[src/rtl/core/assert_macros.svh]
// Assertion helpers shared by the RTL.
`ifndef ASSERT_MACROS_SVH
`define ASSERT_MACROS_SVH

// Checked only while out of reset.
`define ASSERT_RST(lbl, clk_sig, rst_n_sig, prop, msg) \
	lbl: assert property (@(posedge clk_sig) disable iff (!rst_n_sig) prop) else $error(msg);

// Checked at every edge, reset included.
`define ASSERT_ALWAYS(lbl, clk_sig, prop, msg) \
	lbl: assert property (@(posedge clk_sig) prop) else $error(msg);

`endif

[src/rtl/core/ilp_pkg.sv]
package ilp_pkg;

	typedef enum logic [1:0] {
		KIND_DEC = 2'd0,
		KIND_HEX = 2'd1,
		KIND_OCT = 2'd2,
		KIND_BIN = 2'd3
	} kind_t;

	localparam logic [7:0] CHAR_SEP  = 8'h27;
	localparam logic [7:0] CHAR_ZERO = 8'h30;
	localparam logic [7:0] CHAR_DOT  = 8'h2E;
	localparam logic [1:0] POS_SAT   = 2'd2;

	typedef struct packed {
		logic [63:0] acc;
		kind_t       kind;
		logic [1:0]  pos;
		logic        digit_seen;
		logic        bad_digit;
		logic        ovf;
		logic        bad_start;
		logic        first_zero;
	} state_t;

	typedef struct packed {
		logic [63:0] value;
		kind_t       base_kind;
		logic        bad_digit;
		logic        overflowed;
		logic        no_digits;
		logic        bad_start;
	} result_t;

	localparam state_t STATE_RST = '{
		acc:        64'd0,
		kind:       KIND_DEC,
		pos:        2'd0,
		digit_seen: 1'b0,
		bad_digit:  1'b0,
		ovf:        1'b0,
		bad_start:  1'b0,
		first_zero: 1'b0
	};

endpackage

[src/rtl/core/ilp_step.sv]
module ilp_step (
	input  ilp_pkg::state_t  st,
	input  logic [7:0]       char_code,
	output ilp_pkg::state_t  nxt,
	output ilp_pkg::result_t res
);

	ilp_pkg::kind_t pfx;
	logic           is_dec;
	logic           consumed;
	logic           dig_ok;
	logic [3:0]     dig;
	logic [67:0]    dec_wide;
	logic [63:0]    acc_new;
	logic           ovf_now;

	assign is_dec = char_code inside {["0":"9"]};

	always_comb begin
		case (char_code)
			"x", "X": pfx = ilp_pkg::KIND_HEX;
			"o", "O": pfx = ilp_pkg::KIND_OCT;
			"b", "B": pfx = ilp_pkg::KIND_BIN;
			default:  pfx = ilp_pkg::KIND_DEC;
		endcase
	end

	always_comb begin
		dig_ok = 1'b0;
		dig    = 4'd0;
		case (st.kind)
			ilp_pkg::KIND_HEX: begin
				if (is_dec) begin
					dig_ok = 1'b1;
					dig    = 4'(char_code - ilp_pkg::CHAR_ZERO);
				end else if (char_code inside {["a":"f"]}) begin
					dig_ok = 1'b1;
					dig    = 4'(char_code - "a" + 8'd10);
				end else if (char_code inside {["A":"F"]}) begin
					dig_ok = 1'b1;
					dig    = 4'(char_code - "A" + 8'd10);
				end
			end
			ilp_pkg::KIND_OCT: begin
				dig_ok = char_code inside {["0":"7"]};
				dig    = 4'(char_code - ilp_pkg::CHAR_ZERO);
			end
			ilp_pkg::KIND_BIN: begin
				dig_ok = char_code inside {["0":"1"]};
				dig    = 4'(char_code - ilp_pkg::CHAR_ZERO);
			end
			default: begin
				dig_ok = is_dec;
				dig    = 4'(char_code - ilp_pkg::CHAR_ZERO);
			end
		endcase
	end

	// acc*10 + d; any bit above 63 means the 64-bit value wrapped
	assign dec_wide = {1'b0, st.acc, 3'b000} + {3'b000, st.acc, 1'b0} + {64'd0, dig};

	always_comb begin
		case (st.kind)
			ilp_pkg::KIND_HEX: begin
				acc_new = {st.acc[59:0], dig};
				ovf_now = |st.acc[63:60];
			end
			ilp_pkg::KIND_OCT: begin
				acc_new = {st.acc[60:0], dig[2:0]};
				ovf_now = |st.acc[63:61];
			end
			ilp_pkg::KIND_BIN: begin
				acc_new = {st.acc[62:0], dig[0]};
				ovf_now = st.acc[63];
			end
			default: begin
				acc_new = dec_wide[63:0];
				ovf_now = |dec_wide[67:64];
			end
		endcase
	end

	always_comb begin
		nxt      = st;
		consumed = 1'b0;
		if (st.pos == 2'd0) begin
			if (char_code == ilp_pkg::CHAR_ZERO) nxt.first_zero = 1'b1;
			if (!is_dec && char_code != ilp_pkg::CHAR_DOT) nxt.bad_start = 1'b1;
		end else if (st.pos == 2'd1 && st.first_zero && pfx != ilp_pkg::KIND_DEC) begin
			// prefix letter after a leading zero: restart in the new base
			nxt.kind       = pfx;
			nxt.acc        = 64'd0;
			nxt.digit_seen = 1'b0;
			consumed       = 1'b1;
		end

		if (!consumed && char_code != ilp_pkg::CHAR_SEP) begin
			nxt.digit_seen = 1'b1;
			if (!dig_ok) begin
				nxt.bad_digit = 1'b1;
			end else begin
				if (ovf_now) nxt.ovf = 1'b1;
				nxt.acc = acc_new;
			end
		end

		if (st.pos != ilp_pkg::POS_SAT) nxt.pos = st.pos + 2'd1;
	end

	always_comb begin
		res.value      = nxt.acc;
		res.base_kind  = nxt.kind;
		res.bad_digit  = nxt.bad_digit;
		res.overflowed = nxt.ovf;
		res.no_digits  = !nxt.digit_seen;
		res.bad_start  = nxt.bad_start && (nxt.kind == ilp_pkg::KIND_DEC);
	end

endmodule

[src/rtl/core/integer_literal_parser_top.sv]
// Integer literal parser.
// Input stream: one character per beat on s_tdata, s_tlast on the final
// character of a literal. A leading 0x/0o/0b (either case) selects the base,
// apostrophes are skipped, digits are accumulated modulo 2^64.
// Output stream: one beat per literal, sent for the beat that carried
// s_tlast. m_tdata holds the value, m_tuser the base and status flags.
// Path: a character enters the input register; a final one then loads the
// result register. Throughput is one character per cycle unless a final
// character waits (see Stall); the per-character update is a single
// shift-and-add from the input register into the parser state.
// Stall: while a result waits on m_tready, non-final characters still flow
// in; a final character waits in the input register until the result
// register frees, and s_tready is held low for as long as it waits.
// Reset: arst_n clears both valid flags and the parser state, so the next
// accepted character starts a new literal in decimal.
`include "assert_macros.svh"

module integer_literal_parser_top (
	input  logic        clk,
	input  logic        arst_n,
	input  logic        s_tvalid,
	output logic        s_tready,
	input  logic [7:0]  s_tdata,   // [7:0] char_code
	input  logic        s_tlast,
	output logic        m_tvalid,
	input  logic        m_tready,
	output logic [63:0] m_tdata,   // [63:0] value
	output logic [5:0]  m_tuser    // [1:0] base_kind, [2] bad_digit, [3] overflowed,
	                               // [4] no_digits, [5] bad_start
);

	logic             valid_s1;
	logic [7:0]       char_s1;
	logic             last_s1;
	logic             adv;
	logic             res_load;
	logic             kind_set;
	ilp_pkg::state_t  state_q;
	ilp_pkg::state_t  state_nxt;
	ilp_pkg::result_t res;

	// a final character needs the result register; others always move on
	assign adv      = valid_s1 && !(last_s1 && m_tvalid && !m_tready);
	assign s_tready = !valid_s1 || adv;

	assign res_load = adv && last_s1;
	assign kind_set = state_q.kind != ilp_pkg::KIND_DEC;

	always_ff @(posedge clk or negedge arst_n) begin
		if (!arst_n) begin
			valid_s1 <= 1'b0;
		end else if (s_tready) begin
			valid_s1 <= s_tvalid;
		end
	end

	always_ff @(posedge clk) begin
		if (s_tready && s_tvalid) begin
			char_s1 <= s_tdata;
			last_s1 <= s_tlast;
		end
	end

	ilp_step u_step (
		.st        (state_q),
		.char_code (char_s1),
		.nxt       (state_nxt),
		.res       (res)
	);

	always_ff @(posedge clk or negedge arst_n) begin
		if (!arst_n) begin
			state_q <= ilp_pkg::STATE_RST;
		end else if (adv) begin
			state_q <= last_s1 ? ilp_pkg::STATE_RST : state_nxt;
		end
	end

	always_ff @(posedge clk or negedge arst_n) begin
		if (!arst_n) begin
			m_tvalid <= 1'b0;
		end else if (adv && last_s1) begin
			m_tvalid <= 1'b1;
		end else if (m_tready) begin
			m_tvalid <= 1'b0;
		end
	end

	always_ff @(posedge clk) begin
		if (adv && last_s1) begin
			m_tdata <= res.value;
			m_tuser <= {res.bad_start, res.no_digits, res.overflowed, res.bad_digit,
				res.base_kind};
		end
	end

	`ASSERT_RST(a_res_src, clk, arst_n, $rose(m_tvalid) |-> $past(res_load), "stray result beat")
	`ASSERT_RST(a_clear, clk, arst_n, res_load |=> state_q == ilp_pkg::STATE_RST, "stale state")
	`ASSERT_ALWAYS(a_pos_sat, clk, !arst_n || state_q.pos != 2'd3, "position past saturation")
	`ASSERT_RST(a_prefix, clk, arst_n, kind_set |-> state_q.first_zero, "base without prefix")

endmodule

[config.mk]
export PLATFORM = sky130hd
export DESIGN_NAME = integer_literal_parser_top
export DESIGN_NICKNAME = d
export VERILOG_FILES = /design/src/rtl/core/ilp_pkg.sv /design/src/rtl/core/ilp_step.sv /design/src/rtl/core/integer_literal_parser_top.sv
export VERILOG_INCLUDE_DIRS = /design/src /design/src/rtl/core
export SDC_FILE = /design/constraint.sdc
export NUM_CORES = 1
export LEC_CHECK = 0
export BUFFER_PORTS_ARGS = -buffer_cell sky130_fd_sc_hd__buf_2
export CAP_MARGIN = 20
export CORE_ASPECT_RATIO = 1.1
export CORE_MARGIN = 3
export CORE_UTILIZATION = 50
export CTS_BUF_LIST = sky130_fd_sc_hd__clkbuf_16
export DETAILED_ROUTE_END_ITERATION = 8
export GPL_TIMING_DRIVEN = 0
export PLACE_DENSITY = 0.69
export SYNTH_ARGS = -nofsm -noshare
export SYNTH_HDL_FRONTEND = slang
export SYNTH_HIERARCHICAL = 1
export SYNTH_SLANG_ARGS = --single-unit
[constraint.sdc]
create_clock -name clk -period 6.4 [get_ports clk]
set_input_delay 1.28 -clock clk [delete_from_list [all_inputs] [get_ports clk]]
set_output_delay 1.28 -clock clk [all_outputs]
set_load 0.1 [all_outputs]
After elaboration in Yosys (flattened, before gate mapping)
Cells that the tools add are included.

Register bits: 154. Bits in latches: 0. RAM bits: 0. Bits in read-only memories: 0. Output and inout bits: 72. Logic and storage cells: 111. Memories: 0.

$add $sub $neg: 8. $mul: 0. Div/mod/pow operators: 0. Magnitude comparators: 8. Equal/unequal tests: 14. Shift-type cells: 0. Muxes and demuxes: 30. Bitwise gates (word level): 0. Reduce and logical (&&, ||, !) cells: 37.

Operators with widths (number): one-hot mux 64 bit (3 select lines) (1); two-way mux 66 bit (2); two-way mux 64 bit (2); two-way mux 73 bit (1); adder 67 x 65 -> 68 bit (1); adder 68 x 4 -> 68 bit (1); equality test 8 x 7 -> 1 bit (second input constant) (6); <= comparator 8 x 6 -> 1 bit (second input constant) (3); greater-or-equal comparator 8 x 7 -> 1 bit (second input constant) (2); <= comparator 8 x 7 -> 1 bit (second input constant) (2); two-way mux 4 bit (4); != test 8 x 6 -> 1 bit (second input constant) (2); logical AND 1 bit (15); two-way mux 1 bit (14); subtractor 4 x 1 -> 4 bit (second input constant) (3); nonzero test 2 bit (5); adder 4 bit (second input constant) (2); equality test 8 x 6 -> 1 bit (second input constant) (1); greater-or-equal comparator 8 x 6 -> 1 bit (second input constant) (1); OR reduction 4 bit (2); zero test 1 bit (6); one-hot mux 1 bit (3 select lines) (2); one-hot mux 2 bit (3 select lines) (1); OR reduction 2 bit (3); 11 further kinds (15).

Logic depth before layout (Yosys ltp)
Gate-level depths: netlist (run 1).

Depth in word-level cells: 13. Gate-level depth with buffers: 26.

Hierarchy
The synthesis (run 1) kept the hierarchy.

By module, submodules not included: ilp_step (times used 1, cells each 1170, area an instance 8346.8 µm²); integer_literal_parser_top (times used 1, cells each 502, area an instance 6573.8 µm²).

Worst setup path after synthesis (run 1)
No wires, ideal clock.

Path kind: register -> register. Start point: reg char_s1[0]. End point: reg m_tdata[38], data pin. Arrival time: 4996 ps. Data required time: 6273 ps. Path slack: 1276 ps. Cell stages (with the launch flop): 25. Path buffers: 2. Period minus slack after synthesis: 5124 ps. Path through: edfxtp_1 inv_1 ha_1 o21bai_1 a21oi_1 or3b_2 clkbuf_1 o21ai_0 o21a_1 inv_1 ha_1 ha_1 inv_1 fa_1 nand2b_1 a21oi_1 o21ai_1 a2111oi_4 nor3b_2 o21ai_1 a21oi_1 o21ai_0 mux2_2 a311oi_1 buf_4.

RTL lines: from (decl) (RTL line integer_literal_parser_top.sv:33) `logic [7:0] char_s1;`; from (signal assigned) (RTL line integer_literal_parser_top.sv:59) `char_s1 <= s_tdata;`; to (signal assigned) (RTL line integer_literal_parser_top.sv:91) `m_tdata <= res.value;`; to (decl) (RTL line integer_literal_parser_top.sv:27) `output logic [63:0] m_tdata,`.

==> impl_metrics.json, run 1 <==
{
  "arrival_ps": 6340,
  "drv_cap": 0,
  "drive_above_1_share_pct": 18.2,
  "tightest_slew_ps": 965,
  "clk_path_buf_depth": 2,
  "dp_hpwl_mm": 34.1,
  "netlist_area_sq_um": 14900,
  "rsz0062_at_grt": "no",
  "postSynthAreaPerCell_sq_um": 8.92,
  "fin_area_sq_um": 16600,
  "status": "finished, final reports clean",
  "ir_worst_vdd_v": 0.000132,
  "ys_ff_latch": 154,
  "avgViaCountPerCell": 6.39,
  "grt_antenna_before_repair": 0,
  "cp_data_required_time_ps": 6600,
  "hold_viol": 0,
  "wirelength_mm": 46.7,
  "die_height_um": 187,
  "multi_input_area_sq_um": 9370,
  "finalMaxSlewViolations": 0,
  "fin_skew_ps": 13.6,
  "start_util_pct": 51.4,
  "rows": 65,
  "die_w_um": 171,
  "netlist_instances": 1672,
  "setup_viol_count_final": 0,
  "yosys-top-cells-count": "nand2_1, ha_1, nand3_1",
  "syn2layout_area_growth_pct": 11.1,
  "synth_top_area_cell": "edfxtp_1",
  "place_area_sq_um": 15900,
  "fin_crit_sh_pct": 96.0,
  "ctsHoldBuffers": 0,
  "end_kind": "register",
  "fin_tns_setup_ps": 0,
  "h-tree-depth": 4,
  "min_path_type": "reg2reg",
  "synth_edf_count": 79,
  "start_kind": "register",
  "cts_tree": "yes",
  "async_flop_share_pct": 48.7,
  "wl_per_cell_um": 21.6,
  "ys_seq_area_share_pct": 28.5,
  "cts_buffers": 17,
  "path_clk_slew_ps": 70,
  "cts_sinks": 154,
  "synth_nets": 1820,
  "port_buffers": 83,
  "fin_crit_ps": 6140,
  "yosysMostFrequentCell": "nand2_1",
  "drc": 0,
  "grt_pass1_vias": 13400,
  "cts-root-buf": "clkbuf_16",
  "regArea_sq_um": 4250,
  "core_sq_um": 29000,
  "grt_pass1_wl_mm": 74.2,
  "fin_nets": 1926,
  "fillers": 2606,
  "crit_type": "reg2reg",
  "n_antenna_cell": 0,
  "io_pins": 85,
  "yosysTopAreaCellShare_pct": 15.9,
  "clk_latency_ps": 440,
  "power_mw": 2.93,
  "p_leak_nw": 7.45,
  "final_antenna_net_count": 0,
  "grt.total_usage_pct": 29.1,
  "crit_fanout": 6,
  "vias": 13800,
  "dieArea_sq_um": 32000,
  "r2r_setup_slack_ps": 260,
  "grt.overflow.total": 0,
  "synth_area_leaders": "edfxtp_1, dfrtp_1, ha_1",
  "dr.pass1.iters": 5,
  "p_per_area_nw_per_um2": 177,
  "synth_ff_type": "edfxtp_1",
  "drtIter0Drc": 1448,
  "grt_max_degree": 46,
  "routabilityCongestion": 1.05,
  "yosysUniqueCellTypes": 87,
  "fmax_mhz": 163,
  "ys_warn_count": 6,
  "maxSlewHeadroom_pct": 35.7
}
metal layers:
| layer | track usage [%] | share of wire, % | vias up |
|---|---|---|---|
| met2 | 46.5 | 46 | 691 |
| met4 | 12.0 | 4.3 | 0 |
| met1 | 39.1 | 42 | 6602 |
| li1 | - | - | 6356 |
| met5 | 0 | 0 | - |
| met3 | 4.63 | 7.9 | 151 |
repair_timing:
item | in CTS | in global routing
endpoints found under the setup margin | 0 | 11
resized for setup | 0 | 3
setup buffers | 0 | 1
final timing paths:
path                            start           to  cells past startpoint
max reg2reg                char_s1[0]  m_tdata[60]                     25
max in group asynchronous      arst_n  state_q[37]                      2
max                        char_s1[0]  m_tdata[60]                     25
min in group asynchronous      arst_n   state_q[7]                      1
min                        state_q[6]   state_q[6]                      2
min reg2reg                state_q[6]   state_q[6]                      2
logic make-up after synthesis:
family / Yosys count / synth area share, %
and+or+nand+nor: 671 / 25.8
AOI/OAI and AO/OA: 375 / 16.2
buffers and inverters: 228 / 8.90
DFF: 154 / 28.5
adders and majority gates: 135 / 11.4
xor gates and xnor gates: 62 / 3.64
muxes: 47 / 5.54
worst max-delay path: stages (launching register included):
cell      delay, ps
edfxtp_1        440
inv_1           140
ha_1            260
o21bai_1        170
a21oi_1         160
or3b_2          470
clkbuf_1        160
nor2_1          190
nand2_1          80
o21a_1          200
inv_1            60
ha_1            230
ha_1            260
inv_1            80
fa_1            190
nand2b_1        180
a21oi_2          90
o21ai_1         380
nand4_1         350
a211oi_2        510
a21oi_2         210
a31oi_1         200
xnor2_1         100
a221oi_1        350
a21oi_1         210
buf_4           210
through the flow:
| stage | hold WS [ps] | instances | worst slack, ps | util [%] |
|---|---|---|---|---|
| final | 525 | 2159 | 258 | 57.1 |
| after detailed placement | 508 | 2126 | 216 | 54.7 |
| after global routing | 562 | 2159 | 17.5 | 57.1 |
| after global placement | 496 | 2123 | -229 | 54.4 |
| after CTS | 523 | 2158 | 134 | 57.0 |
| after floorplan | 472 | 1672 | 1280 | - |
power breakdown:
group	internal (mW)	switching, mW	total, mW	leakage [nW]
sequential	1.09	0.0459	1.14	1.79
clock	0.711	0.486	1.20	0.332
combinational	0.178	0.418	0.596	5.33
total	1.98	0.949	2.93	7.45
layout by cell type (no fill, tap or decap), types with 6 or more instances in the layout:
cell and n:
nand2_1 148, ha_1 133, nand3_1 132, buf_2 125
a21oi_1 116, nand2b_1 98, o21ai_0 83, edfxtp_1 79
buf_4 77, nand4b_1 75, nand3b_1 75, dfrtp_1 75
nor2_1 68, clkbuf_1 52, inv_1 38, a31oi_1 37
xnor2_1 37, mux4_2 28, xor2_1 25, a21o_1 23
nand4_1 21, o21bai_1 17, clkbuf_16 17, nor3_1 16
o21ai_1 14, mux2i_1 14, buf_6 9, o211ai_1 9
a21oi_2 7, o221ai_1 6
sequential cells by signal, summed over array words and instances (netlist names):
signal and cells:
char_s1 8, last_s1 1, m_tdata 64, m_tuser 6
m_tvalid 1, state_q 73, valid_s1 1
layout make-up:
| class | count | area share (%) |
|---|---|---|
| Sequential cell | 154 | 25.6 |
| Tap cell | 368 | 2.78 |
| Multi-Input combinational cell | 1290 | 56.5 |
| Timing Repair Buffer | 87 | 2.97 |
| Inverter | 38 | 0.860 |
| Clock inverter | 15 | 1.55 |
| Buffer | 190 | 7.15 |
| Clock buffer | 17 | 2.57 |
No activity file was read; power rests on OpenSTA's default activity.
==> run 2, diff against run 1 <==
- CORE_MARGIN: 3 -> 4
- PLACE_DENSITY: 0.69 -> 0.72
- clock period: 6.4 -> 5.4 ns (I/O delays scaled with it)
==> impl_metrics.json, run 2 (synthesized netlist as in run 1, its figures left out) <==
{
  "avgViaCountPerCell": 6.45,
  "arrival_ps": 5480,
  "final_core_util_pct": 56.9,
  "cp_data_required_time_ps": 5610,
  "dp_hpwl_mm": 34.2,
  "fin_ws_ps": 130,
  "fillers": 2601,
  "crit_fanout": 6,
  "syn2layout_area_growth_pct": 12.5,
  "grt.overflow.total": 0,
  "p_leak_nw": 7.50,
  "min_path_type": "reg2reg",
  "cts_sinks": 154,
  "largest_register_ffs": 73,
  "p_sw_mw": 1.18,
  "drtIter0Drc": 1614,
  "finalMaxSlewViolations": 0,
  "max_stage_delay_ps": 550,
  "p_clk_share_pct": 38.5,
  "n_antenna_cell": 0,
  "combPwrFrac_pct": 21.4,
  "fin_area_sq_um": 16800,
  "drive_above_1_share_pct": 19.8,
  "place_area_sq_um": 15900,
  "rows": 66,
  "fin_crit_ps": 5270,
  "wl_per_cell_um": 21.8,
  "top_regs": "state_q x73, m_tdata x64, char_s1 x8",
  "seqPwrFrac_pct": 40.1,
  "end_kind": "register",
  "final_common_cell": "nand2_1",
  "final_cells": 2174,
  "io_pins": 85,
  "clk_path_buf_depth": 2,
  "fin_crit_sh_pct": 97.6,
  "grt_max_degree": 50,
  "setup_viol_count_final": 0,
  "grt_pass1_vias": 13500,
  "path_clk_slew_ps": 80,
  "layout_common_cells": "nand2_1, nand3_1, ha_1, buf_2, a21oi_1",
  "h-tree-depth": 4,
  "vias": 14000,
  "wirelength_mm": 47.4,
  "tightest_slew_ps": 971,
  "fmax_mhz": 190,
  "die_height_um": 189,
  "final_antenna_net_count": 0,
  "cpMaxStageDelayCell": "fa_1",
  "top_register": "state_q",
  "p_int_mw": 2.19,
  "dr.pass1.iters": 6,
  "status": "finished, final reports clean",
  "port_buffers": 83,
  "drv_cap": 0,
  "drc": 0,
  "maxSlewHeadroom_pct": 35.3,
  "clk_latency_ps": 450,
  "cts-root-buf": "clkbuf_16",
  "fin_skew_ps": 17.1,
  "p_per_area_nw_per_um2": 201,
  "p_sw_share_pct": 35.0,
  "power_mw": 3.36,
  "fin_nets": 1935,
  "cts_tree": "yes",
  "crit_type": "reg2reg",
  "ctsHoldBuffers": 0,
  "dieArea_sq_um": 32700,
  "start_util_pct": 50.6,
  "hold_viol": 0,
  "worstPathCellList": "inv_2, ha_2, o21bai_1, a21oi_2, or3b_4, o22a_1, fa_1, inv_1, fa_2, nand2b_4, a21oi_4, o21ai_4, a2111oi_4, o211a_4, o31ai_4, xnor2_1, mux4_2, nand2_1, nand2_2, buf_4",
  "grt.total_usage_pct": 28.0,
  "cts_buffers": 17,
  "dpl_worst_slack_ps": -713,
  "multi_input_area_sq_um": 9550,
  "start_kind": "register",
  "grt_pass1_wl_mm": 74.0,
  "ir_worst_vdd_v": 0.000181,
  "grt_antenna_before_repair": 0,
  "die_w_um": 173,
  "dp.cells": 2132,
  "regArea_sq_um": 4250,
  "core_sq_um": 29500,
  "routabilityCongestion": 1.02
}
-- run 2: changes by cell type in the layout (fill, tap and decap cells not counted), moves of 2 or more --
cell	previous run	this run
o21ai_0	83	80
a211oi_4	0	2
ha_2	0	2
ha_1	133	129
a211oi_2	4	2
inv_8	2	7
buf_4	77	87
o21ai_4	0	3
o221ai_1	6	4
ha_4	0	2
a21oi_1	116	114
o221ai_2	1	3
bufinv_16	5	1
-- run 2: power by group through the flow --
stage | sequential, mW | clock (mW) | combinational (mW)
2_1_floorplan | 1.55 | 0 | 0.334
3_3_place_gp | 1.38 | 0 | 0.675
3_5_place_dp | 1.37 | 0 | 0.692
4_1_cts | 1.35 | 1.31 | 0.700
5_1_grt | 1.36 | 1.37 | 0.762
6_report | 1.35 | 1.29 | 0.720
-- run 2: worst paths after layout --
kind	startpoint	endpoint	depth (start not counted)	slack [ps]
max	char_s1[0]	m_tdata[50]	20	130
min	state_q[6]	state_q[6]	2	530
max reg2reg	char_s1[0]	m_tdata[50]	20	130
min reg2reg	state_q[6]	state_q[6]	2	530
max in group asynchronous	arst_n	state_q[42]	2	4200
min in group asynchronous	arst_n	state_q[5]	1	560
-- run 2: critical path: cells and delay by family (launching register included) --
kind,cells,cell delay (ps)
fa+ha+maj,3,1170
mux,1,470
flops,1,420
xor+xnor,1,180
buf+inv,3,280
simple gates,4,800
compound gates,8,1710
-- run 2: through the flow --
step,setup TNS [ps],hold WS (ps)
after floorplan,0,472
after global placement,-84140,494
after detailed placement,-14190,506
after CTS,0,524
after global routing,-18.9,553
final,0,531
-- run 2: final cells by class --
type,instances,share of cell area (%)
flip-flops and latches,154,25.3
clock buffers,17,2.54
clock inverters,15,1.15
multi-input cells,1290,56.9
well taps,374,2.79
repair buffers,98,3.43
inverters,38,0.850
plain buffers,188,6.99
-- run 2: what timing repair did --
item,in CTS,in global routing
endpoints found under the hold margin,0,0
gates resized for setup,16,22
setup buffers,8,4
endpoints found under the setup margin,61,42
pin swaps,10,16
-- run 2: per-layer routing --
| metal | wire, um | vias to the layer above | track usage, % |
|---|---|---|---|
| met2 | 21700 | 805 | 45.6 |
| li1 | - | 6361 | - |
| met1 | 19200 | 6690 | 36.8 |
| met4 | 2080 | 0 | 12.6 |
| met5 | 0 | - | 0 |
| met3 | 4380 | 160 | 5.11 |
